File: src/rtl/toroidal_voxel_grid_addresser_core_macros.svh
// assertion macros for the voxel grid addresser
// used by the controller and the top level
`ifndef TOROIDAL_VOXEL_GRID_ADDRESSER_CORE_MACROS_SVH
`define TOROIDAL_VOXEL_GRID_ADDRESSER_CORE_MACROS_SVH
// implication checked on every clock edge outside reset
`define TVGA_ASSERT_IMP(lbl, clk, rst_n, ante, cons) \
    lbl: assert property (@(posedge clk) disable iff (!rst_n) (ante) |-> (cons)) \
        else $error("assertion failed");
// implication whose consequent is checked in the cycle after the antecedent
`define TVGA_ASSERT_NEXT(lbl, clk, rst_n, ante, cons) \
    lbl: assert property (@(posedge clk) disable iff (!rst_n) (ante) |=> (cons)) \
        else $error("assertion failed");
`endif

File: src/rtl/tvga_pkg.sv
// package for the voxel grid addresser: widths, commands and status types
// no dependencies
`default_nettype none
package tvga_pkg;
    localparam int IndexBits = 20;
    localparam int HalfBits  = 8;
    localparam int SizeBits  = HalfBits + 1;
    localparam int AddrBits  = 27;
    localparam int SliceBits = 9;
    // wide enough for a shift of two indexes
    localparam int DiffBits  = IndexBits + 1;
    localparam int CntBits   = 5;

    localparam logic OP_LOOKUP = 1'b0;
    localparam logic OP_MOVE   = 1'b1;

    // configuration register indexes
    localparam logic [1:0] REG_HALF_X = 2'd0;
    localparam logic [1:0] REG_HALF_Y = 2'd1;
    localparam logic [1:0] REG_HALF_Z = 2'd2;

    typedef struct packed {
        logic load;      // capture input beat, start axis x
        logic div_start; // start floor modulo on current axis
        logic div_step;  // one divider bit
        logic axis_done; // fold current axis result
        logic next_axis; // advance axis
        logic finish;    // form result and, on a move, update origin
    } t_cmd;

    typedef struct packed {
        logic last_bit;
        logic last_axis;
    } t_stat;
endpackage
`default_nettype wire

File: src/rtl/tvga_ctrl.sv
// controller state machine for the voxel grid addresser
// depends on tvga_pkg and the macros header
`default_nettype none
`include "toroidal_voxel_grid_addresser_core_macros.svh"
module tvga_ctrl (
    input  wire logic          i_clk,
    input  wire logic          i_rst_n,
    input  wire logic          i_in_valid,
    output logic               o_in_ready,
    output logic               o_out_valid,
    input  wire logic          i_out_ready,
    input  wire tvga_pkg::t_stat i_stat,
    output tvga_pkg::t_cmd     o_cmd
);
    localparam logic [2:0] S_IDLE = 3'd0;
    localparam logic [2:0] S_SETUP = 3'd1;
    localparam logic [2:0] S_DIV = 3'd2;
    localparam logic [2:0] S_AXIS = 3'd3;
    localparam logic [2:0] S_FIN = 3'd4;
    localparam logic [2:0] S_OUT = 3'd5;

    logic [2:0] r_state, n_state;

    // next state and commands
    always_comb begin
        n_state = r_state;
        o_cmd = '0;
        o_in_ready = 1'b0;
        o_out_valid = 1'b0;
        case (r_state)
            S_IDLE: begin
                o_in_ready = 1'b1;
                if (i_in_valid) begin
                    o_cmd.load = 1'b1;
                    n_state = S_SETUP;
                end
            end
            S_SETUP: begin
                o_cmd.div_start = 1'b1;
                n_state = S_DIV;
            end
            S_DIV: begin
                o_cmd.div_step = 1'b1;
                if (i_stat.last_bit) n_state = S_AXIS;
            end
            S_AXIS: begin
                o_cmd.axis_done = 1'b1;
                if (i_stat.last_axis) begin
                    n_state = S_FIN;
                end else begin
                    o_cmd.next_axis = 1'b1;
                    n_state = S_SETUP;
                end
            end
            S_FIN: begin
                o_cmd.finish = 1'b1;
                n_state = S_OUT;
            end
            S_OUT: begin
                o_out_valid = 1'b1;
                // next beat may be taken as this one leaves
                if (i_out_ready) begin
                    o_in_ready = 1'b1;
                    if (i_in_valid) begin
                        o_cmd.load = 1'b1;
                        n_state = S_SETUP;
                    end else begin
                        n_state = S_IDLE;
                    end
                end
            end
            default: n_state = S_IDLE;
        endcase
    end

    // state register
    always_ff @(posedge i_clk) begin
        if (!i_rst_n) r_state <= S_IDLE;
        else r_state <= n_state;
    end

    `TVGA_ASSERT_IMP(a_excl, i_clk, i_rst_n, o_cmd.div_step, !o_in_ready && !o_out_valid)
    `TVGA_ASSERT_NEXT(a_fin_out, i_clk, i_rst_n, o_cmd.finish, o_out_valid)
    `TVGA_ASSERT_NEXT(a_load_setup, i_clk, i_rst_n, o_cmd.load, o_cmd.div_start)
endmodule
`default_nettype wire

File: config.mk
export PLATFORM = sky130hd
export DESIGN_NAME = tvga_ctrl
export DESIGN_NICKNAME = d
export VERILOG_FILES = /design/src/rtl/tvga_pkg.sv /design/src/rtl/tvga_ctrl.sv
export VERILOG_INCLUDE_DIRS = /design/src /design/src/rtl
export SDC_FILE = /design/constraint.sdc
export NUM_CORES = 1
export LEC_CHECK = 0
export BUFFER_PORTS_ARGS = -buffer_cell sky130_fd_sc_hd__buf_2
export CAP_MARGIN = 15
export CORE_AREA = 4 4 41 43
export CTS_CLUSTER_SIZE = 30
export DETAILED_ROUTE_END_ITERATION = 12
export DIE_AREA = 0 0 45 47
export PLACE_DENSITY_LB_ADDON = 0.12
export SYNTH_ARGS = -nofsm -noshare
export SYNTH_HDL_FRONTEND = slang
export SYNTH_SLANG_ARGS = --single-unit
File: constraint.sdc
create_clock -name i_clk -period 1.2 [get_ports i_clk]
set_input_delay 0.36 -clock i_clk [delete_from_list [all_inputs] [get_ports i_clk]]
set_output_delay 0.36 -clock i_clk [all_outputs]
set_load 0.01 [all_outputs]
After elaboration in Yosys (flattened, before gate mapping):

Index checks and enable logic that the tools add are counted.

* register bits: 3
* output and inout port bits: 8
* word-level logic and storage cells: 28

* eq/ne operators: 8
* multiplexer cells: 17
* reductions and logical operators: 2

Operators with widths (count)
* $pmux W3 S6: 1
* $mux W3: 4
* $mux W1: 9
* $eq A3 B2 Y1 const B: 2
* $eq A3 B3 Y1 const B: 2
* $ne A2 B2 Y1 const B: 3
* $pmux W1 S2: 2
* $eq A3 B1 Y1 const B: 1
* $logic_not A3 Y1: 1
* $reduce_and A3 Y1: 1
* $mux W2: 1

Depth between registers and ports, before layout:

Gate-level depths: netlist (run 1).

* depth in word-level cells: 3
* depth in mapped cells: 5
* depth with buffers taken out: 4

Worst setup path before layout (run 1):

OpenSTA, ideal clock, no wires.

* path kind: reg-to-output
* start: register r_state[2]
* end: output port o_cmd[5] in the netlist's numbering
* arrival: 1.046 ns
* required time: 0.840 ns
* setup slack: -0.206 ns
* stages on the path, launching flop included: 5
* cells stage by stage: dfxtp_1 buf_6 or2_1 a21oi_2 and2_1

RTL lines
* from (decl): line tvga_ctrl.sv:22 `logic [2:0] r_state, n_state;`
* from (signal assigned): line tvga_ctrl.sv:79 `else r_state <= n_state;`
* to (decl): line tvga_ctrl.sv:13 `output tvga_pkg::t_cmd o_cmd`

==> results of run 1 <==
[cell type report]
| type | count | area share (%) |
|---|---|---|
| multi-input cells | 29 | 43.7 |
| well taps | 15 | 3.28 |
| flip-flops and latches | 3 | 12.4 |
| repair buffers | 27 | 34.9 |
| clock buffers | 4 | 4.59 |
| inverters | 1 | 1.09 |
[critical path, cell delays in order, from the launching register on]
cell and delay [ns]:
dfxtp_4 0.35, or2_4 0.27, a21oi_4 0.12, and2_4 0.15
buf_6 0.09
[what timing repair did]
action                                  in CTS  in global routing
pin swaps                                    6                  4
endpoints found under the setup margin      10                 10
setup buffers                                3                  1
gates resized for setup                     13                 10
[cell usage in the layout (no fill, tap or decap), drive strengths merged, types with 2 or more instances in the layout]
cell / Yosys / routed
o21ai: 2 / 2
a21oi: 5 / 5
nand2: 2 / 2
nor3b: 3 / 3
clkbuf: 0 / 4
nor2b: 3 / 3
buf: 3 / 27
nor2: 5 / 5
dfxtp: 3 / 3
[worst paths after layout]
check                          startpoint                       to  slack, ns  depth (start not counted)
setup / recovery  r_state[2]$_SDFFE_PN0P_                 o_cmd[5]      -0.36                          4
hold / removal                    i_rst_n  r_state[1]$_SDFFE_PN0P_       0.36                          2
setup reg to reg  r_state[2]$_SDFFE_PN0P_  r_state[0]$_SDFFE_PN0P_      -0.03                          6
hold reg to reg   r_state[1]$_SDFFE_PN0P_  r_state[2]$_SDFFE_PN0P_       0.75                          3
[power groups by stage]
| stage | combinational (mW) | clock (mW) | sequential [mW] |
|---|---|---|---|
| 6_report | 0.327 | 0.179 | 0.142 |
| 5_1_grt | 0.357 | 0.192 | 0.145 |
| 4_1_cts | 0.288 | 0.184 | 0.137 |
| 3_5_place_dp | 0.242 | 0 | 0.138 |
| 3_3_place_gp | 0.243 | 0 | 0.136 |
| 2_1_floorplan | 0.170 | 0 | 0.121 |
[stage by stage]
| step | hold slack [ns] | TNS (ns) | setup slack (ns) |
|---|---|---|---|
| after floorplan | 0.478 | -0.282 | -0.171 |
| after global placement | 0.603 | -0.624 | -0.177 |
| after detailed placement | 0.602 | -0.764 | -0.200 |
| after CTS | 0.358 | -2.40 | -0.359 |
| after global routing | 0.388 | -2.80 | -0.393 |
| final | 0.360 | -2.26 | -0.360 |
[per-layer routing]
layer	track usage (%)	up-vias	share of wire (%)	wire length, microns
met4	5.26	0	1.9	17
li1	-	184	-	-
met3	1.92	2	5.9	53
met1	11.1	162	42	371
met2	16.9	17	51	451
met5	0	-	0	0
[cell families after synthesis]
logic type,Yosys count
flip-flops,3
buffers and inverters,4
AO/OA/AOI/OAI,10
AND/OR/NAND/NOR,19
==> flow_summary.ini, run 1 <==
[logic_synthesis]
synth_area_leaders = dfxtp_1, buf_6, a21oi_1
syn_area_sq_um = 274
dominantRegCellSynth = dfxtp_1
ys_warn_count = 0
yosysTopAreaCellShare_pct = 21.9
yosysSeqAreaShare_pct = 21.9
synth_top_family_by_area = simple AND/OR/NAND/NOR gates
synth_simple_gate_area_share_pct = 42.0
synth_fa_ha_area_share_pct = 0
yosys-top-cells-count = nor2_1, a21oi_1, dfxtp_1, nor2b_1
syn_nets = 42
syn-instance-count = 36
syn_area_per_cell_sq_um = 7.61
muxShareOfSynthArea_pct = 0
synth_xor_area_share_pct = 0
ys_seq_elements = 3
synth.most_common_cell = nor2_1
synth_edf_count = 0
synth-compound-area-share_pct = 22.8
ys_types = 21
synthArstFlopShare_pct = 0
yosysTopAreaCell = dfxtp_1

[power]
seqPwrFrac_pct = 21.9
intPower_mw = 0.431
combPwrFrac_pct = 50.5
power_mw = 0.647
p_sw_mw = 0.216
ir_drop_mv = 0.682
switching_share_pct = 33.4
p_per_area_nw_per_um2 = 1130
p_leak_nw = 0.251
clkPwrFrac_pct = 27.6

[global_routing]
grt_overflow = 0
grt_pass1_vias = 358
grt_pass1_wl_mm = 1.50
grt_max_degree = 9
grt_use_total_pct = 9.70
grt_antenna_before_repair = 0

[placed_design]
place.gp.congestion = 0.815
portBuffers = 13
place_area_sq_um = 424
dp.cells = 71

[cells_and_area]
reg_top3 = r_state (3)
areaGrowthSynthToFinish_pct = 109
fillers = 143
regArea_sq_um = 71.3
multi_input_area_sq_um = 250
top_register = r_state
diodes = 0
nets = 71
layout-drive-gt1-share_pct = 73.4
design_area_sq_um = 573
largest_reg_flops = 3
fin_util_pct = 44.0
final_cells = 79

[clock_tree]
cts_buffer_depth = 2
clkTransAtPathRegs_ns = 0.04
clkSinkCount = 3
cts-buffers-inserted = 3
htreeDepth = 1
cts_root_buf = clkbuf_4
holdBufCountCts = 0
cts_tree = done
clk-insertion-delay-late_ns = 0.24

[route]
antenna_left = 0
routedWlPerCell_microns = 11.3
drt_iter0_drc = 9
wirelength_microns = 893
vias = 365
drc_errors = 0
avgViaCountPerCell = 4.62
dr.pass1.iters = 4

[floorplanning]
rows = 13
initial_core_util_pct = 21.1
io_pins = 14
core_sq_um = 1300
die_h_microns = 47
die-area_sq_um = 2120
die_w_microns = 45

[timing]
setup_viol = 9
finalCriticalPeriod_ns = 1.56
max_clock_freq_mhz = 641
skew_ns = 0.00669
worst_slew_pin_slew_ns = 0.203
maxSlewHeadroom_pct = 86.4
hold_violations = 0
finalCritPeriodShare_pct = 130
maxSlewViolCount = 0
rsz0062_at_grt = yes
fin_ws_ns = -0.360

[run]
drv_cap = 0

[status]
violations = setup timing
outcome = finished with violations

[worst_setup_path]
critPathLaunchType = flop
worstPathMaxFanout = 4
end_kind = output pin
criticalPathCategory = reg -> out
cp.required_ns = 0.84
cp.arrival_ns = 1.20

[min_path]
min_path_type = in -> reg
(Power assumes the default switching activity.)
==> run 2: changes to the inputs <==
--- a/config.mk
+++ b/config.mk
@@ -8,6 +8,8 @@
 export LEC_CHECK = 0
 export BUFFER_PORTS_ARGS = -buffer_cell sky130_fd_sc_hd__buf_2
 export CAP_MARGIN = 15
+export CELL_PAD_IN_SITES_DETAIL_PLACEMENT = 1
+export CELL_PAD_IN_SITES_GLOBAL_PLACEMENT = 1
 export CORE_AREA = 4 4 41 43
 export CTS_CLUSTER_SIZE = 30
 export DETAILED_ROUTE_END_ITERATION = 12
==> flow_summary.ini, run 2 (synthesized netlist as in run 1, its figures left out) <==
[min_path]
whs_path_depth = 2
min_path_type = in -> reg
hold_path_end = r_state[1]$_SDFFE_PN0P_
hold_start = i_rst_n

[route]
antenna_left = 0
routed-wl-met3_microns = 61
routedWlPerCell_microns = 12.2
avgViaCountPerCell = 4.38
wirelength_microns = 952
dr.pass1.iters = 4
drt-met1-wl_microns = 405
vias = 342
drt_iter0_drc = 2
drc_errors = 0
met2WireLength_microns = 484
dr.max_layer_used = met3

[cells_and_area]
nets = 70
diodes = 0
fillers = 165
layout-drive-gt1-share_pct = 73.0
areaGrowthSynthToFinish_pct = 103
reg_top3 = r_state (3)
layout_commonest_cell = buf_2
top_register = r_state
final_cells = 78
final_cell_mix = buf_2, buf_6, buf_4, nor2_1
fin_util_pct = 42.8
design_area_sq_um = 557
largest_reg_flops = 3

[worst_setup_path]
reg2reg_slack_ns = -0.06
r2r_cells = 5
r2r-end = r_state[0]$_SDFFE_PN0P_
critPathLaunchType = flop
r2r_start = r_state[1]$_SDFFE_PN0P_
cp.arrival_ns = 1.18
cp.required_ns = 0.84
critPathLaunch = r_state[0]$_SDFFE_PN0P_
end_kind = output pin
criticalPathCategory = reg -> out
worstPathMaxFanout = 6

[timing]
setup_viol = 9
rsz0062_at_grt = yes
maxSlewViolCount = 0
fin_setup_tns_ns = -2.09
max_clock_freq_mhz = 648
hold_violations = 0
fin_ws_ns = -0.344
skew_ns = 0.00152
finalCriticalPeriod_ns = 1.54
maxSlewHeadroom_pct = 85.9
whs_ns = 0.397
finalCritPeriodShare_pct = 129
worst_slew_pin_slew_ns = 0.212

[floorplanning]
core_sq_um = 1300
die_h_microns = 47
die-area_sq_um = 2120
rows = 13
die_w_microns = 45
io_pins = 14
initial_core_util_pct = 21.1

[global_routing]
grt_max_degree = 7
grt_pass1_wl_mm = 1.56
grt_overflow = 0
grt_antenna_before_repair = 0
grt_use_total_pct = 10.3
grt_pass1_vias = 379

[status]
outcome = finished with violations
violations = setup timing

[power]
p_leak_nw = 0.245
intPower_mw = 0.418
seqPwrFrac_pct = 22.9
p_sw_mw = 0.201
clkPwrFrac_pct = 27.3
p_per_area_nw_per_um2 = 1110
combPwrFrac_pct = 49.8
power_mw = 0.619
ir_drop_mv = 0.552
switching_share_pct = 32.4

[placed_design]
place.gp.congestion = 0.781
place_hpwl_microns = 730
dpl_worst_slack_ns = -0.181
portBuffers = 13
dp.cells = 71
place_area_sq_um = 424

[clock_tree]
holdBufCountCts = 0
htreeDepth = 1
clk-insertion-delay-late_ns = 0.22
cts-buffers-inserted = 3
cts_root_buf = clkbuf_4
clkTransAtPathRegs_ns = 0.03
cts_tree = done
cts_buffer_depth = 2
clkSinkCount = 3

[run]
drv_cap = 0
-- run 2: cell types whose count changed in the layout (fill, tap and decap cells not counted), sizes merged --
cell and delta:
buf -1
-- run 2: worst max-delay path by stage --
stage,slack [ns],to,cells past startpoint
6_report,-0.34,o_cmd[5],4
5_1_grt,-0.40,o_cmd[5],4
3_5_place_dp,-0.18,o_cmd[5],4
4_1_cts,-0.34,o_cmd[5],5
3_3_place_gp,-0.16,o_cmd[5],4
2_1_floorplan,-0.17,o_cmd[5],4
-- run 2: what timing repair did --
action / 4_1_cts / 5_1_grt
setup buffers: 2 / 1
setup endpoints to repair: 9 / 10
endpoints found under the hold margin: 0 / 0
pin swaps: 8 / 2
resized for setup: 11 / 11
-- run 2: per-layer routing --
layer	up-vias	GRT usage, %
met5	-	0
li1	177	-
met2	11	17.8
met1	154	11.6
met4	0	3.51
met3	0	3.83
-- run 2: final cells by class --
cell class                      instances  area, sq um  area share (%)
Multi-Input combinational cell         29          236            42.5
Timing Repair Buffer                   26          200            36.0
Sequential cell                         3         68.8            12.4
Clock buffer                            4         26.3            4.72
Tap cell                               15         18.8            3.37
Inverter                                1         6.26            1.12
-- run 2: critical path, cell delays in order (launching register included) --
cell,delay [ns]
dfxtp_4,0.35
or2_4,0.24
a21oi_4,0.12
and2_4,0.15
buf_6,0.09
-- run 2: power by group through the flow --
stage          clock, mW  combinational, mW  sequential [mW]
3_5_place_dp           0              0.246            0.136
5_1_grt            0.187              0.336            0.144
4_1_cts            0.178              0.278            0.140
2_1_floorplan          0              0.170            0.121
6_report           0.169              0.308            0.142
3_3_place_gp           0              0.240            0.135
