===== config.mk =====
export PLATFORM = sky130hd
export DESIGN_NAME = tvga_datapath
export DESIGN_NICKNAME = d
export VERILOG_FILES = /design/src/rtl/toroidal_voxel_grid_addresser_core_macros.svh /design/src/rtl/tvga_pkg.sv /design/src/rtl/tvga_datapath.sv
export SDC_FILE = /design/constraint.sdc
export NUM_CORES = 1
export LEC_CHECK = 0
export ABC_AREA = 1
export BUFFER_PORTS_ARGS = -buffer_cell sky130_fd_sc_hd__buf_2
export CORE_AREA = 2 2 247 249
export CTS_CLUSTER_SIZE = 24
export DETAILED_ROUTE_END_ITERATION = 16
export DIE_AREA = 0 0 249 251
export PLACE_DENSITY_LB_ADDON = 0.1
export SYNTH_ARGS = -nofsm -noshare
export SYNTH_HDL_FRONTEND = slang
export SYNTH_SLANG_ARGS = --single-unit

===== constraint.sdc =====
create_clock -name i_clk -period 21.1 [get_ports i_clk]
set_input_delay 2.11 -clock i_clk [delete_from_list [all_inputs] [get_ports i_clk]]
set_output_delay 2.11 -clock i_clk [all_outputs]
set_load 0.05 [all_outputs]

===== src/rtl/toroidal_voxel_grid_addresser_core_macros.svh =====
// assertion macros for the voxel grid addresser
// used by the controller and the top level
`ifndef TOROIDAL_VOXEL_GRID_ADDRESSER_CORE_MACROS_SVH
`define TOROIDAL_VOXEL_GRID_ADDRESSER_CORE_MACROS_SVH
// implication checked on every clock edge outside reset
`define TVGA_ASSERT_IMP(lbl, clk, rst_n, ante, cons) \
    lbl: assert property (@(posedge clk) disable iff (!rst_n) (ante) |-> (cons)) \
        else $error("assertion failed");
// implication whose consequent is checked in the cycle after the antecedent
`define TVGA_ASSERT_NEXT(lbl, clk, rst_n, ante, cons) \
    lbl: assert property (@(posedge clk) disable iff (!rst_n) (ante) |=> (cons)) \
        else $error("assertion failed");
`endif


===== src/rtl/tvga_pkg.sv =====
// package for the voxel grid addresser: widths, commands and status types
// no dependencies
`default_nettype none
package tvga_pkg;
    localparam int IndexBits = 20;
    localparam int HalfBits  = 8;
    localparam int SizeBits  = HalfBits + 1;
    localparam int AddrBits  = 27;
    localparam int SliceBits = 9;
    // wide enough for a shift of two indexes
    localparam int DiffBits  = IndexBits + 1;
    localparam int CntBits   = 5;

    localparam logic OP_LOOKUP = 1'b0;
    localparam logic OP_MOVE   = 1'b1;

    // configuration register indexes
    localparam logic [1:0] REG_HALF_X = 2'd0;
    localparam logic [1:0] REG_HALF_Y = 2'd1;
    localparam logic [1:0] REG_HALF_Z = 2'd2;

    typedef struct packed {
        logic load;      // capture input beat, start axis x
        logic div_start; // start floor modulo on current axis
        logic div_step;  // one divider bit
        logic axis_done; // fold current axis result
        logic next_axis; // advance axis
        logic finish;    // form result and, on a move, update origin
    } t_cmd;

    typedef struct packed {
        logic last_bit;
        logic last_axis;
    } t_stat;
endpackage
`default_nettype wire


===== src/rtl/tvga_datapath.sv =====
// datapath: origin and config registers, shared restoring divider, result regs
// depends on tvga_pkg
`default_nettype none
module tvga_datapath (
    input  wire logic                          i_clk,
    input  wire logic                          i_rst_n,
    input  wire logic                          i_cfg_we,
    input  wire logic [1:0]                    i_cfg_index,
    input  wire logic [tvga_pkg::HalfBits-1:0] i_cfg_data,
    input  wire logic                          i_op,
    input  wire logic [3*tvga_pkg::IndexBits-1:0] i_index,
    input  wire tvga_pkg::t_cmd                i_cmd,
    output tvga_pkg::t_stat                    o_stat,
    output logic [tvga_pkg::AddrBits-1:0]      o_addr,
    output logic                               o_inside,
    output logic                               o_reset_all,
    output logic [3*2*tvga_pkg::SliceBits-1:0] o_clear
);
    localparam int IB = tvga_pkg::IndexBits;
    localparam int HB = tvga_pkg::HalfBits;
    localparam int SB = tvga_pkg::SizeBits;
    localparam int DB = tvga_pkg::DiffBits;
    localparam int NB = DB + 1;
    localparam int XB = tvga_pkg::SliceBits;

    logic [HB-1:0] r_half [3];
    logic signed [IB-1:0] r_origin [3];
    logic signed [IB-1:0] r_g [3];
    logic r_move;
    logic [1:0] r_axis;
    logic [tvga_pkg::CntBits-1:0] r_bit;
    // divider: magnitude, remainder
    logic [NB-1:0] r_quo;
    logic [SB:0] r_rem;
    logic r_neg;
    logic signed [DB-1:0] r_shift [3];
    logic r_full;
    logic [tvga_pkg::AddrBits-1:0] r_addr;
    logic r_inside;
    logic signed [XB-1:0] r_start [3];
    logic [XB-1:0] r_count [3];

    logic [HB-1:0] w_h;
    logic [SB-1:0] w_m;
    logic signed [NB-1:0] w_val;
    logic [NB-1:0] w_mag;
    logic [SB:0] w_trial;
    logic [SB:0] w_sub;
    logic [SB:0] w_res;
    logic signed [SB:0] w_cen;
    logic signed [DB-1:0] w_s;
    logic [DB-1:0] w_sabs;
    logic w_full_now;
    logic [tvga_pkg::AddrBits+SB-1:0] w_prod;

    always_comb begin
        w_h = r_half[r_axis];
        w_m = {w_h, 1'b1};
        w_s = DB'(r_g[r_axis]) - DB'(r_origin[r_axis]);
        // value reduced: index on lookup, base or base+shift on move
        if (!r_move) w_val = NB'(r_g[r_axis]);
        else if (w_s[DB-1]) w_val = NB'(r_g[r_axis]) - NB'(signed'({1'b0, w_h}));
        else w_val = NB'(r_origin[r_axis]) - NB'(signed'({1'b0, w_h}));
        w_mag = w_val[NB-1] ? (NB'(0) - w_val) : w_val;
        w_trial = {r_rem[SB-1:0], r_quo[NB-1]};
        w_sub = w_trial - (SB+1)'(w_m);
        // floor residue from magnitude remainder
        if (r_neg && r_rem != '0) w_res = (SB+1)'(w_m) - r_rem;
        else w_res = r_rem;
        w_cen = (w_res > (SB+1)'(w_h)) ? signed'(w_res - (SB+1)'(w_m)) : signed'(w_res);
        w_sabs = w_s[DB-1] ? (DB'(0) - w_s) : w_s;
        w_full_now = w_sabs > DB'(w_m);
        w_prod = r_addr * w_m;
        o_stat.last_bit = (r_bit == tvga_pkg::CntBits'(NB - 1));
        o_stat.last_axis = (r_axis == 2'd2);
    end

    // configuration registers
    always_ff @(posedge i_clk) begin
        if (!i_rst_n) begin
            for (int a = 0; a < 3; a++) r_half[a] <= HB'(16);
        end else if (i_cfg_we && i_cfg_index <= tvga_pkg::REG_HALF_Z) begin
            r_half[i_cfg_index] <= i_cfg_data;
        end
    end

    // origin state
    always_ff @(posedge i_clk) begin
        if (!i_rst_n) begin
            for (int a = 0; a < 3; a++) r_origin[a] <= '0;
        end else if (i_cmd.finish && r_move) begin
            for (int a = 0; a < 3; a++) r_origin[a] <= r_g[a];
        end
    end

    // working registers
    always_ff @(posedge i_clk) begin
        if (i_cmd.load) begin
            r_move <= i_op;
            for (int a = 0; a < 3; a++) r_g[a] <= i_index[a*IB +: IB];
            r_axis <= 2'd0;
            r_addr <= '0;
            r_inside <= 1'b1;
            r_full <= 1'b0;
        end
        if (i_cmd.div_start) begin
            r_quo <= w_mag;
            r_rem <= '0;
            r_neg <= w_val[NB-1];
            r_bit <= '0;
        end
        if (i_cmd.div_step) begin
            r_quo <= {r_quo[NB-2:0], 1'b0};
            r_rem <= w_sub[SB] ? w_trial : w_sub;
            r_bit <= r_bit + 1'b1;
        end
        if (i_cmd.axis_done) begin
            r_shift[r_axis] <= w_s;
            if (w_full_now) r_full <= 1'b1;
            r_start[r_axis] <= XB'(w_cen);
            r_addr <= tvga_pkg::AddrBits'(w_prod + (tvga_pkg::AddrBits+SB)'(
                unsigned'(w_cen + signed'((SB+1)'(w_h)))));
            if (w_sabs > DB'(w_h)) r_inside <= 1'b0;
        end
        if (i_cmd.next_axis) r_axis <= r_axis + 1'b1;
    end

    // result registers
    always_ff @(posedge i_clk) begin
        if (i_cmd.finish) begin
            o_addr <= r_move ? '0 : r_addr;
            o_inside <= !r_move && r_inside;
            o_reset_all <= r_move && r_full;
            for (int a = 0; a < 3; a++) begin
                if (!r_move || r_full || r_shift[a] == '0) begin
                    o_clear[a*2*XB +: 2*XB] <= '0;
                end else begin
                    o_clear[a*2*XB +: XB] <= r_start[a];
                    o_clear[a*2*XB+XB +: XB] <= r_shift[a][DB-1] ?
                        XB'(DB'(0) - r_shift[a]) : XB'(r_shift[a]);
                end
            end
        end
    end
endmodule
`default_nettype wire


# Word-level counts from Yosys, hierarchy flattened
# Memories as Yosys holds them, arrays and structs flattened. A register that Yosys moved wholly into a read port is not among the register bits.
# Index checks and enable logic that the tools add are counted.
dict set report op_classes {
  n_lt_le_gt_ge 4
  add_sub_neg 15
  eq_ne 2
  muxes 46
  bitwise 3
  n_mul 1
  n_reduce_logical 18
}
# op n
set ops {}
lappend ops {{two-way mux 22 bit} 5}
lappend ops {{zero test 21 bit} 3}
lappend ops {{two-way mux 20 bit} 3}
lappend ops {{two-way mux 27 bit} 2}
lappend ops {{two-way mux 10 bit} 5}
lappend ops {{subtractor 20 x 9 -> 21 bit} 2}
lappend ops {{adder 27 x 10 -> 27 bit} 1}
lappend ops {{multiplier 27 x 9 -> 27 bit} 1}
lappend ops {{two-way mux 9 bit} 3}
lappend ops {{subtractor 1 x 9 -> 9 bit (first input constant)} 3}
lappend ops {{subtractor 1 x 22 -> 22 bit (first input constant)} 1}
lappend ops {{greater-than comparator 21 x 8 -> 1 bit} 1}
lappend ops {{greater-than comparator 21 x 9 -> 1 bit} 1}
lappend ops {{two-way mux 21 bit} 1}
lappend ops {{subtractor 1 x 21 -> 21 bit (first input constant)} 1}
lappend ops {{subtractor 20 x 20 -> 21 bit} 1}
lappend ops {{subtractor 10 x 9 -> 10 bit} 2}
lappend ops {{two-way mux 1 bit} 18}
lappend ops {{two-way mux 2 bit} 6}
lappend ops {{adder 10 x 9 -> 10 bit} 1}
lappend ops {{greater-than comparator 10 x 8 -> 1 bit} 1}
lappend ops {{two-way mux 5 bit} 2}
lappend ops {{nonzero test 10 bit} 1}
lappend ops {{subtractor 9 x 10 -> 10 bit} 1}
lappend ops {{12 further kinds} 23}
dict set report word_totals {
  output_inout_bits 85
  n_memories 5
  reg_bits 153
  mem_bits_rw 234
  elab_cells 110
  inputBits 80
}
# memory words width rd rd_ports_with_merged_regs wr line_no
set memory_table {}
lappend memory_table {r_shift 3 21 3 0 1 tvga_datapath.sv:36} ;# logic signed [DB-1:0] r_shift [3];
lappend memory_table {r_g 3 20 4 1 3 tvga_datapath.sv:28} ;# logic signed [IB-1:0] r_g [3];
lappend memory_table {r_origin 3 20 1 1 3 tvga_datapath.sv:27} ;# logic signed [IB-1:0] r_origin [3];
lappend memory_table {r_start 3 9 3 3 1 tvga_datapath.sv:40} ;# logic signed [XB-1:0] r_start [3];
lappend memory_table {r_half 3 8 1 1 3 tvga_datapath.sv:26} ;# logic [HB-1:0] r_half [3];

# Longest topological paths before layout
# Gate-level depths: netlist of the first run.
dict set report logic_depth {
  ltp_word 8
  ltp_mapped 53
  ltp_nobuf 50
}

# Worst setup path after synthesis of the first run
# No wires, ideal clock.
dict set report synth_path {
  path_type {reg-to-reg}
  start {reg (tool-made name)}
  end {reg r_addr[24] in the netlist's numbering, data pin}
  required_ns 20.841
  period_less_slack_ns 8.080
  arrival_ns 7.821
  slack_ns 13.020
  n_path_buf 5
  setup_time_ns 0.259
  path_stages_with_launch 48
  path_cell_list {dfxtp_1 inv_2 buf_2 buf_2 clkbuf_1 nand3_1 nand2_1 inv_2 clkbuf_1 fa_1 a31oi_1 nor2_1 nor2_1 nor2_1 nor3_1 o22ai_1 ha_1 nand2_1 (+12 left out) a21oi_1 o21ai_0 nand2_1 nand2_1 a21oi_1 nor2_1 xor2_1 fa_1 ha_1 a21oi_1 a21boi_0 o21ai_0 a21boi_0 o21ai_0 a21boi_0 o21bai_1 o21ai_0 a21oi_1}
}
# element line_no
set synth_rtl {}
lappend synth_rtl {{end signal: assignment} tvga_datapath.sv:121} ;# r_addr <= tvga_pkg::AddrBits'(w_prod + (tvga_pkg::AddrBits+SB)'(
lappend synth_rtl {{end: declaration} tvga_datapath.sv:38} ;# logic [tvga_pkg::AddrBits-1:0] r_addr;

==> qor.log, run 1 <==
INFO  hold_path      timing.hold.worst_endpoint=r_full
INFO  routing        vias_after_detailed_routing=19812
INFO  setup_path     worst_path_most_repeated_cell=nand2_1
INFO  clock_tree     clk_pin_slew=60ps
INFO  clock_tree     max-clock-path-buffers=3
INFO  setup_path     reg2reg_to=r_addr[24]
INFO  timing         rsz0062_at_grt=no
INFO  place          finalWeightedCongestion=0.892
INFO  routing        ant_nets=0
INFO  synthesis      synth_area_leaders=edfxtp_1, fa_1, nand2_1
INFO  timing         final-hold-violation-count=0
INFO  clock_tree     clock_sinks=397
INFO  global_routing grt_overflow_total=0
INFO  setup_path     critPathMaxFanout=66
INFO  timing         min_period=10140ps
INFO  clock_tree     cts_tree=built
INFO  floorplan      start_util=44.5%
INFO  synthesis      syn-cell-area=0.0266mm²
INFO  cells_and_area final_layout_size_suffix_gt1_share=11.0%
INFO  floorplan      die_height=251µm
INFO  floorplan      floorplan.rows=90
INFO  routing        detail_route.first_pass.iterations=6
INFO  synthesis      yosys_most_used_dff=edfxtp_1
INFO  routing        post-route-drc-count=0
INFO  cells_and_area fin_nets=3383
INFO  timing         setup-tns-final=0ps
INFO  setup_path     worst_setup_path_end_kind=flop
INFO  hold_path      timing.hold.worst_path_depth=2
INFO  floorplan      die_area=0.0625mm²
INFO  synthesis      syn_avg_cell_area=9.42µm²
INFO  status         outcome=completed
INFO  timing         setup_viol=0
INFO  synthesis      synth.ff_latch_count=397
INFO  clock_tree     clock_insertion_delay_worst_skew=600ps
INFO  routing        route.detailed.vias_per_inst=5.20
INFO  setup_path     data_arrival_time_of_the_critical_path=10480ps
INFO  floorplan      core_region_area=0.0598mm²
INFO  place          dpl.hpwl=49.7mm
INFO  timing         timing_worst_slew_pin_value=1230ps
INFO  synthesis      number_of_flops_mapped_to_enable_cells_by_yosys=392
INFO  clock_tree     cts.repair_timing.setup_buffer_count=0
INFO  global_routing grt_use_total=21.7%
INFO  setup_path     worst-r2r-cell-count=46
INFO  setup_path     worst_endpoint_required_time=21440ps
INFO  setup_path     regToRegSetupSlack=10960ps
INFO  setup_path     start_kind=flop
INFO  synthesis      synth_cell_types=58
INFO  cells_and_area layout-area-overhead-vs-synth=12.1%
INFO  synthesis      asyncSetResetFlopFracSynth=0%
INFO  timing         final.setup_skew=26.9ps
INFO  timing         final.period_utilization=48.0%
INFO  floorplan      die_boundary_width=249µm
INFO  synthesis      count_of_mapped_cells_out_of_synthesis=2823
INFO  hold_path      min_from=r_full
INFO  hold_path      hold_path.class=reg2reg
INFO  clock_tree     cts_inserted_buffers=46
INFO  setup_path     path_class=reg2reg
INFO  global_routing largest_net_degree_at_the_start_of_global_routing=75
INFO  clock_tree     cts.hold.buffers_added=0
INFO  clock_tree     clock_tree.root_cell=clkbuf_16
INFO  place          numPortBuffers=164
INFO  cells_and_area antenna-diode-count=0
INFO  synthesis      yosys_warnings=0
INFO  routing        routed_wirelength=66.5mm
INFO  cells_and_area num-fill-cells=5590
INFO  global_routing wire_length_of_the_first_global_routing_pass=108mm
INFO  routing        drt_iter0_markers=1342
INFO  setup_path     critPathMaxStageDelay=680ps
INFO  floorplan      io_pins=165
INFO  routing        average_detailed_routed_wire_length_per_instance=17.4µm
INFO  timing         max_freq=98.7MHz
INFO  clock_tree     post_cts.resized_instances=0
INFO  synthesis      yosysTopAreaCellShare=44.3%
INFO  timing         final_max_slew_viol_count=0
INFO  clock_tree     cts_max_level=2
INFO  timing         max_slew_margin=17.7%
INFO  global_routing antenna_found_initial=1
INFO  synthesis      netlist.top_cell.by_area=edfxtp_1
INFO  global_routing vias_in_the_first_global_route=19945
INFO  setup_path     critical_path.slowest_cell=inv_2
INFO  run            max_cap_viol_count=0
INFO  synthesis      synth_seq_area_share=44.6%
==> layout make-up <==
type	instances	area (µm²)	area share [%]
well taps	782	978	3.28
clock buffers	51	1170	3.92
inverters	447	1680	5.62
multi-input cells	1914	12800	42.9
flip-flops and latches	397	11900	39.8
repair buffers	189	1010	3.39
clock inverters	33	332	1.11
==> routing by layer <==
layer	part of all wire (%)	wire length (µm)	vias to the layer above	track usage, %
li1	-	-	9587	-
met1	47	31200	9567	31.1
met2	45	30000	561	34.5
met3	5.7	3780	97	3.12
met4	2.2	1480	0	6.23
met5	0	0	-	0
==> sequential cells by signal, indices dropped and copies added (netlist names), 2 cells and up, named ones only <==
signal,flops
r_start,27
o_addr,27
r_rem,10
r_half,32
r_addr,27
r_origin,60
o_clear,54
r_g,60
r_shift,63
r_bit,5
r_axis,2
r_quo,22
==> synth_stat cells, types with 9 or more instances <==
cell / count
nand2_2: 9
clkbuf_1: 44
nand3_1: 117
inv_1: 438
nor2_1: 360
xor2_1: 60
nand2_1: 526
xnor2_1: 29
nor3_1: 29
o21ai_1: 17
fa_1: 156
a21oi_1: 154
o21a_1: 10
ha_1: 152
or2_2: 20
nor4_1: 9
o21ai_0: 127
buf_2: 15
nand4_1: 15
o211ai_1: 20
o21bai_1: 14
edfxtp_1: 392
==> cells by family (layout without fill, tap and decap cells) <==
kind of cell | Yosys count | after routing | synth area share [%]
adder cells (fa/ha/maj) | 308 | 308 | 18.9
XOR/XNOR | 89 | 89 | 2.93
AND/OR/NAND/NOR | 1126 | 1126 | 17.9
buffers and inverters | 519 | 720 | 7.51
AO/OA/AOI/OAI | 382 | 382 | 8.09
other | 1 | 8 | 0.0141
flip-flops | 397 | 397 | 44.6
multiplexers | 1 | 1 | 0.0376
==> worst max-delay path: cells and delay by family (launching register included) <==
family,cells,cell delay [ps]
flops,1,310
fa+ha+maj,5,1880
simple gates,12,1350
buf+inv,8,2010
xor+xnor,2,320
compound gates,19,3950
==> cells in the final DEF (no fill, tap or decap), types with 14 or more instances in the layout <==
master       n
a21oi_1    154
buf_2      163
buf_4       26
clkbuf_16   46
clkinv_1    14
edfxtp_1   392
fa_1       156
ha_1       152
inv_1      438
nand2_1    525
nand3_1    116
nand4_1     15
nor2_1     360
nor3_1      29
o211ai_1    20
o21ai_0    127
o21ai_1     17
o21bai_1    14
or2_2       20
xnor2_1     29
xor2_1      60
==> worst max-delay path by stage <==
stage / to / slack [ps] / cells after the start
2_1_floorplan: r_addr[24] / 13020 / 47
3_3_place_gp: r_addr[24] / 11300 / 46
3_5_place_dp: r_addr[24] / 10970 / 47
4_1_cts: r_addr[24] / 10970 / 47
5_1_grt: r_addr[24] / 9830 / 47
6_report: r_addr[24] / 10960 / 46
==> stage by stage <==
stage / hold WS, ps / cell area (µm²) / setup WS (ps) / std cells / utilization, %
global placement: 466 / 28300 / 11300 / 3729 / 47.4
global route: 523 / 29800 / 9830 / 3813 / 49.9
CTS: 488 / 29800 / 10970 / 3813 / 49.9
detailed placement: 478 / 28300 / 10970 / 3729 / 47.4
finish: 484 / 29800 / 10960 / 3813 / 49.9
floorplan: 443 / 26600 / 13020 / 2830 / -
Power of run 1 is not shown: default switching activity piles up to over one toggle a cycle in this logic, so the estimate is an artifact.
==> inputs of run 2 (changes only) <==
Clock period 21.1 ns to 8.4 ns, I/O delays scaled along.
==> run 2 against run 1 <==
Flip-flop and latch count is the same. Critical path type unchanged. Sequential share of layout area shrank 0.31 points. Cell area grew 0.80%. Register-to-register slack lost 10000 ps. Worst setup slack lost 10000 ps. Utilization grew 0.40 points. Via count shrank 0.24%. First-iteration DRC count grew 15%. Final cell count grew 0.55%.
==> qor.log, run 2 (synthesis gave the netlist of run 1 again) <==
INFO  floorplan      core_region_area=0.0598mm² [unchanged]
INFO  clock_tree     cts_max_level=2 [unchanged]
INFO  routing        vias_after_detailed_routing=19764 [was 19812]
INFO  run            max_cap_viol_count=0 [unchanged]
INFO  timing         min_period=7630ps [was 10140 ps]
INFO  timing         final.period_utilization=90.9% [was 48.0%]
INFO  cells_and_area final_layout_size_suffix_gt1_share=11.9% [was 11.0%]
INFO  cells_and_area fin_nets=3404 [was 3383]
INFO  floorplan      io_pins=165 [unchanged]
INFO  setup_path     data_arrival_time_of_the_critical_path=7980ps [was 10480 ps]
INFO  timing         timing_worst_slew_pin_value=1220ps [was 1230 ps]
INFO  setup_path     critical_path.slowest_cell=fa_1 [was inv_2]
INFO  setup_path     worst_setup_path_end_kind=flop [unchanged]
INFO  place          dpl.hpwl=49.9mm [was 49.7 mm]
INFO  clock_tree     cts_tree=built [unchanged]
INFO  clock_tree     clock_tree.root_cell=clkbuf_16 [unchanged]
INFO  global_routing largest_net_degree_at_the_start_of_global_routing=68 [was 75]
INFO  timing         final.setup_skew=27.0ps [was 26.9 ps]
INFO  cells_and_area layout_common_cells=nand2_1, inv_1, edfxtp_1 [unchanged]
INFO  global_routing grt.busiest_layer=met2 [unchanged]
INFO  setup_path     worst_endpoint_required_time=8750ps [was 21440 ps]
INFO  global_routing antenna_found_initial=3 [was 1]
INFO  routing        post-route-drc-count=0 [unchanged]
INFO  hold_path      hold_path.class=in2reg [was reg2reg]
INFO  floorplan      die_boundary_width=249µm [unchanged]
INFO  place          finalWeightedCongestion=0.886 [was 0.892]
INFO  status         outcome=completed [unchanged]
INFO  routing        drt_iter0_markers=1540 [was 1342]
INFO  setup_path     worst_path_most_repeated_cell=nand2_1 [unchanged]
INFO  timing         final_max_slew_viol_count=0 [unchanged]
INFO  routing        route.detailed.vias_per_inst=5.15 [was 5.20]
INFO  cells_and_area final_cell_count_no_fill=3834 [was 3813]
INFO  floorplan      die_height=251µm [unchanged]
INFO  global_routing grt_util_met1=32.2% [was 31.1%]
INFO  floorplan      die_area=0.0625mm² [unchanged]
INFO  global_routing grt.met2_usage=33.1% [was 34.5%]
INFO  cells_and_area largestRegisters=r_shift (63), r_g (60), r_origin (60) [unchanged]
INFO  clock_tree     clock_sinks=397 [unchanged]
INFO  setup_path     start_kind=flop [unchanged]
INFO  timing         final-hold-violation-count=0 [unchanged]
INFO  cells_and_area register_containing_the_most_flip_flops_in_the_final_layout=r_shift [unchanged]
INFO  floorplan      start_util=44.5% [unchanged]
INFO  clock_tree     clk_pin_slew=60ps [about the same]
INFO  setup_path     critPathMaxFanout=22 [was 66]
INFO  routing        average_detailed_routed_wire_length_per_instance=17.3µm [was 17.4 µm]
INFO  global_routing grt_overflow_total=0 [unchanged]
INFO  cells_and_area design_area=0.0301mm² [was 0.0298 mm²]
INFO  timing         max_freq=131MHz [was 98.7 MHz]
INFO  clock_tree     cts.hold.buffers_added=0 [unchanged]
INFO  global_routing vias_in_the_first_global_route=19543 [was 19945]
INFO  routing        ant_nets=0 [unchanged]
INFO  timing         setup_viol=0 [unchanged]
INFO  cells_and_area layout-area-overhead-vs-synth=13.0% [was 12.1%]
INFO  floorplan      floorplan.rows=90 [unchanged]
INFO  timing         max_slew_margin=18.6% [was 17.7%]
INFO  global_routing wire_length_of_the_first_global_routing_pass=107mm [was 108 mm]
INFO  place          dpl.cell_count=3748 [was 3729]
INFO  place          dpl_cell_area=0.0285mm² [was 0.0283 mm²]
INFO  cells_and_area most_common_cell_after_layout_fill_and_taps_aside=nand2_1 [unchanged]
INFO  routing        routed_wirelength=66.5mm [about the same]
INFO  clock_tree     max-clock-path-buffers=3 [unchanged]
INFO  clock_tree     clock_insertion_delay_worst_skew=610ps [was 600 ps]
INFO  global_routing grt_use_total=21.6% [was 21.7%]
INFO  routing        detail_route.first_pass.iterations=5 [was 6]
INFO  global_routing met3_usage=3.50% [was 3.12%]
INFO  cells_and_area largest_reg_flops=63 [unchanged]
INFO  clock_tree     cts_inserted_buffers=46 [unchanged]
INFO  setup_path     critPathMaxStageDelay=450ps [was 680 ps]
INFO  place          numPortBuffers=164 [unchanged]
INFO  cells_and_area num-fill-cells=5596 [was 5590]
INFO  setup_path     path_class=reg2reg [unchanged]
## run 2: what timing repair did
item                       in CTS  in global routing
setup buffers                   0                  2
setup endpoints to repair       0                 10
resized for setup               0                 20
## run 2: worst paths after layout
kind	depth (start not counted)	start	end	slack (ps)
setup / recovery	43	flop	r_addr[24]	770
hold / removal	1	i_index[25]	r_g[1][5]	410
setup reg to reg	43	flop	r_addr[24]	770
hold reg to reg	2	r_full	r_full	490
## run 2: critical path: cells and delay by family (launching register included)
kind                       cells  cell delay [ps]
DFF                            1              350
adders and majority gates      6             2220
and+or+nand+nor               15             1340
AOI/OAI and AO/OA             14             2320
xor gates and xnor gates       2              400
buffers and inverters          6              760
## run 2: final cells by class
class | instances | area (µm²) | share of cell area [%]
antenna | 1 | 2.50 | 0.00832
clock buffer | 57 | 1200 | 4.00
multi-input combinational | 1914 | 12800 | 42.6
timing repair buffer | 210 | 1170 | 3.90
inverter | 447 | 1680 | 5.59
clock inverter | 26 | 338 | 1.12
sequential | 397 | 11900 | 39.5
tap | 782 | 978 | 3.25
## run 2: stage by stage
stage,hold WS [ps],worst slack (ps),setup TNS [ps],util [%]
floorplan,443,320,0,-
global placement,469,386,0,47.6
detailed placement,475,143,0,47.6
CTS,374,106,0,50.2
global route,381,-106,-164,50.3
finish,406,766,0,50.3
## run 2: routing by layer
metal	wire length, µm	vias to the layer above
met2	28900	578
met3	4160	83
li1	-	9617
met5	13	-
met4	1390	2
met1	32000	9484
Power of run 2 is left out for the same reason.
==> inputs of run 3 (changes only) <==
Settings changed: CELL_PAD_IN_SITES_DETAIL_PLACEMENT set to 1, CELL_PAD_IN_SITES_GLOBAL_PLACEMENT set to 1, CORE_AREA 2 2 247 249 to 2 2 249 251, DIE_AREA 0 0 249 251 to 0 0 251 253, SLEW_MARGIN set to 20.
Clock period 8.4 ns to 7 ns, I/O delays scaled along.
==> run 3 against run 2 <==
The run now ends with negative setup slack left. Die area is 1.6% higher. Worst hold slack lost 130 ps. Clock skew decreased by 3.7 ps. First-iteration DRC count fell by 32%. Global-route usage is 3.4 points higher. Largest cell class unchanged.
==> qor.log, run 3 (synthesis gave the netlist of run 1 again) <==
INFO  status         outcome=finished with violations [was completed]
INFO  status         failed_checks=negative setup slack
INFO  cells_and_area largestRegisters=r_shift (63), r_g (60), r_origin (60) [unchanged]
INFO  clock_tree     cts.hold.buffers_added=0 [unchanged]
INFO  setup_path     worst_endpoint_required_time=7350ps [was 8750 ps]
INFO  cells_and_area most_common_cell_after_layout_fill_and_taps_aside=nand2_1 [unchanged]
INFO  floorplan      io_pins=165 [unchanged]
INFO  routing        drt_iter0_markers=1041 [was 1540]
INFO  clock_tree     cts_tree=built [unchanged]
INFO  cells_and_area antenna-diode-count=0 [was 1]
INFO  routing        ant_nets=0 [unchanged]
INFO  setup_path     worst_setup_path_end_kind=flop [unchanged]
INFO  clock_tree     clk_pin_slew=60ps [about the same]
INFO  cells_and_area fin_nets=3477 [was 3404]
INFO  floorplan      floorplan.rows=91 [was 90]
INFO  routing        detail_route.first_pass.iterations=5 [unchanged]
INFO  routing        average_detailed_routed_wire_length_per_instance=20.0µm [was 17.3 µm]
INFO  clock_tree     clock_tree.root_cell=clkbuf_16 [unchanged]
INFO  timing         max_slew_margin=31.5% [was 18.6%]
INFO  timing         rsz0062_at_grt=yes
INFO  timing         timing_worst_slew_pin_value=1020ps [was 1220 ps]
INFO  setup_path     critPathMaxFanout=6 [was 22]
INFO  routing        post-route-drc-count=0 [unchanged]
INFO  timing         fin_hold_ws=281ps [was 406 ps]
INFO  global_routing vias_in_the_first_global_route=22377 [was 19543]
INFO  clock_tree     clock_sinks=397 [unchanged]
INFO  setup_path     start_kind=flop [unchanged]
INFO  clock_tree     max-clock-path-buffers=3 [unchanged]
INFO  place          numPortBuffers=164 [unchanged]
INFO  clock_tree     cts_max_level=2 [unchanged]
INFO  place          placement.setup.worst_slack=-636ps [was 143 ps]
INFO  floorplan      die_boundary_width=251µm [was 249 µm]
INFO  setup_path     reg2reg_to=r_addr[26] [was r_addr[24]]
INFO  floorplan      die_height=253µm [was 251 µm]
INFO  global_routing largest_net_degree_at_the_start_of_global_routing=69 [was 68]
INFO  setup_path     critical_path.slowest_cell=fa_1 [unchanged]
INFO  floorplan      core_region_area=0.0610mm² [was 0.0598 mm²]
INFO  place          finalWeightedCongestion=0.855 [was 0.886]
INFO  place          dpl_cell_area=0.0289mm² [was 0.0285 mm²]
INFO  timing         setup-tns-final=-110ps [was 0 ps]
INFO  setup_path     worst_path_most_repeated_cell=a21oi_2 [was nand2_1]
INFO  global_routing antenna_found_initial=1 [was 3]
INFO  floorplan      die_area=0.0635mm² [was 0.0625 mm²]
INFO  clock_tree     cts_inserted_buffers=47 [was 46]
INFO  timing         final.period_utilization=101% [was 90.9%]
INFO  global_routing wire_length_of_the_first_global_routing_pass=124mm [was 107 mm]
INFO  timing         setup_viol=3 [was 0]
INFO  global_routing grt_overflow_total=0 [unchanged]
INFO  setup_path     critPathMaxStageDelay=580ps [was 450 ps]
INFO  cells_and_area layout-area-overhead-vs-synth=17.6% [was 13.0%]
INFO  hold_path      timing.hold.worst_path_depth=1 [unchanged]
INFO  routing        route.detailed.vias_per_inst=5.26 [was 5.15]
INFO  timing         final_max_slew_viol_count=0 [unchanged]
INFO  cells_and_area design_area=0.0313mm² [was 0.0301 mm²]
INFO  timing         worst_slack=-41.3ps [was 766 ps]
INFO  routing        routed_wirelength=78.2mm [was 66.5 mm]
INFO  routing        vias_after_detailed_routing=20599 [was 19764]
INFO  run            max_cap_viol_count=0 [unchanged]
INFO  cells_and_area num-fill-cells=6889 [was 5596]
INFO  hold_path      timing.hold.worst_endpoint=r_g[1][11] [was r_g[1][5]]
INFO  cells_and_area largest_reg_flops=63 [unchanged]
INFO  hold_path      hold_path.class=in2reg [unchanged]
INFO  setup_path     path_class=reg2reg [unchanged]
INFO  setup_path     data_arrival_time_of_the_critical_path=7390ps [was 7980 ps]
INFO  setup_path     regToRegSetupSlack=-40ps [was 770 ps]
INFO  clock_tree     clock_insertion_delay_worst_skew=600ps [was 610 ps]
INFO  floorplan      start_util=43.6% [was 44.5%]
INFO  hold_path      min_from=i_index[31] [was i_index[25]]
INFO  cells_and_area register_containing_the_most_flip_flops_in_the_final_layout=r_shift [unchanged]
INFO  place          dpl.hpwl=58.8mm [was 49.9 mm]
INFO  timing         min_period=7040ps [was 7630 ps]
INFO  global_routing grt_use_total=25.1% [was 21.6%]
INFO  cells_and_area layout_common_cells=nand2_1, inv_1, edfxtp_1 [unchanged]
INFO  timing         final-hold-violation-count=0 [unchanged]
INFO  cells_and_area final_layout_size_suffix_gt1_share=17.1% [was 11.9%]
INFO  setup_path     worst-r2r-cell-count=45 [was 43]
INFO  timing         final.setup_skew=23.4ps [was 27.0 ps]
INFO  timing         max_freq=142MHz [was 131 MHz]
run 3: how the worst max path moves through the flow:
stage	from	end	slack (ps)	depth (start not counted)
6_report	flop	r_addr[26]	-40	45
5_1_grt	flop	r_addr[24]	-460	45
4_1_cts	flop	r_addr[26]	-20	47
3_5_place_dp	flop	r_addr[24]	-640	46
3_3_place_gp	flop	r_addr[24]	-140	46
2_1_floorplan	flop	r_addr[24]	20	48
run 3: worst max-delay path, delay by kind of cell, from the launching register on:
family / cells / cell delay (ps)
buffers and inverters: 4 / 400
and+or+nand+nor: 15 / 1310
DFF: 1 / 390
adders and majority gates: 6 / 1780
xor gates and xnor gates: 1 / 190
AOI/OAI and AO/OA: 19 / 2710
run 3: cell type report:
class / instances / area, µm² / share of cell area, %
clock buffers: 51 / 1200 / 3.84
clock inverters: 34 / 428 / 1.37
inverters: 447 / 1690 / 5.39
multi-input cells: 1914 / 13400 / 42.7
flip-flops and latches: 397 / 11900 / 38.0
well taps: 790 / 988 / 3.16
repair buffers: 281 / 1730 / 5.52
repair inverters: 1 / 7.51 / 0.0240
run 3: repair_timing:
| action | CTS | global route |
|---|---|---|
| setup buffers | 17 | 8 |
| gates cloned | 1 | 0 |
| setup endpoints to repair | 15 | 34 |
| resized for setup | 63 | 60 |
| pin swaps | 54 | 52 |
run 3: through the flow:
step                util, %  instances
floorplan                 -       2830
global placement       47.4       3803
detailed placement     47.4       3803
CTS                    50.7       3906
global route           51.3       3915
finish                 51.3       3915
run 3: layer usage:
metal	vias up	wire (µm)	track usage [%]
met3	103	3740	3.10
met1	10261	35900	34.9
met5	-	13	0
met4	2	1310	5.63
li1	9758	-	-
met2	475	37300	42.0
Power of run 3 is left out for the same reason.
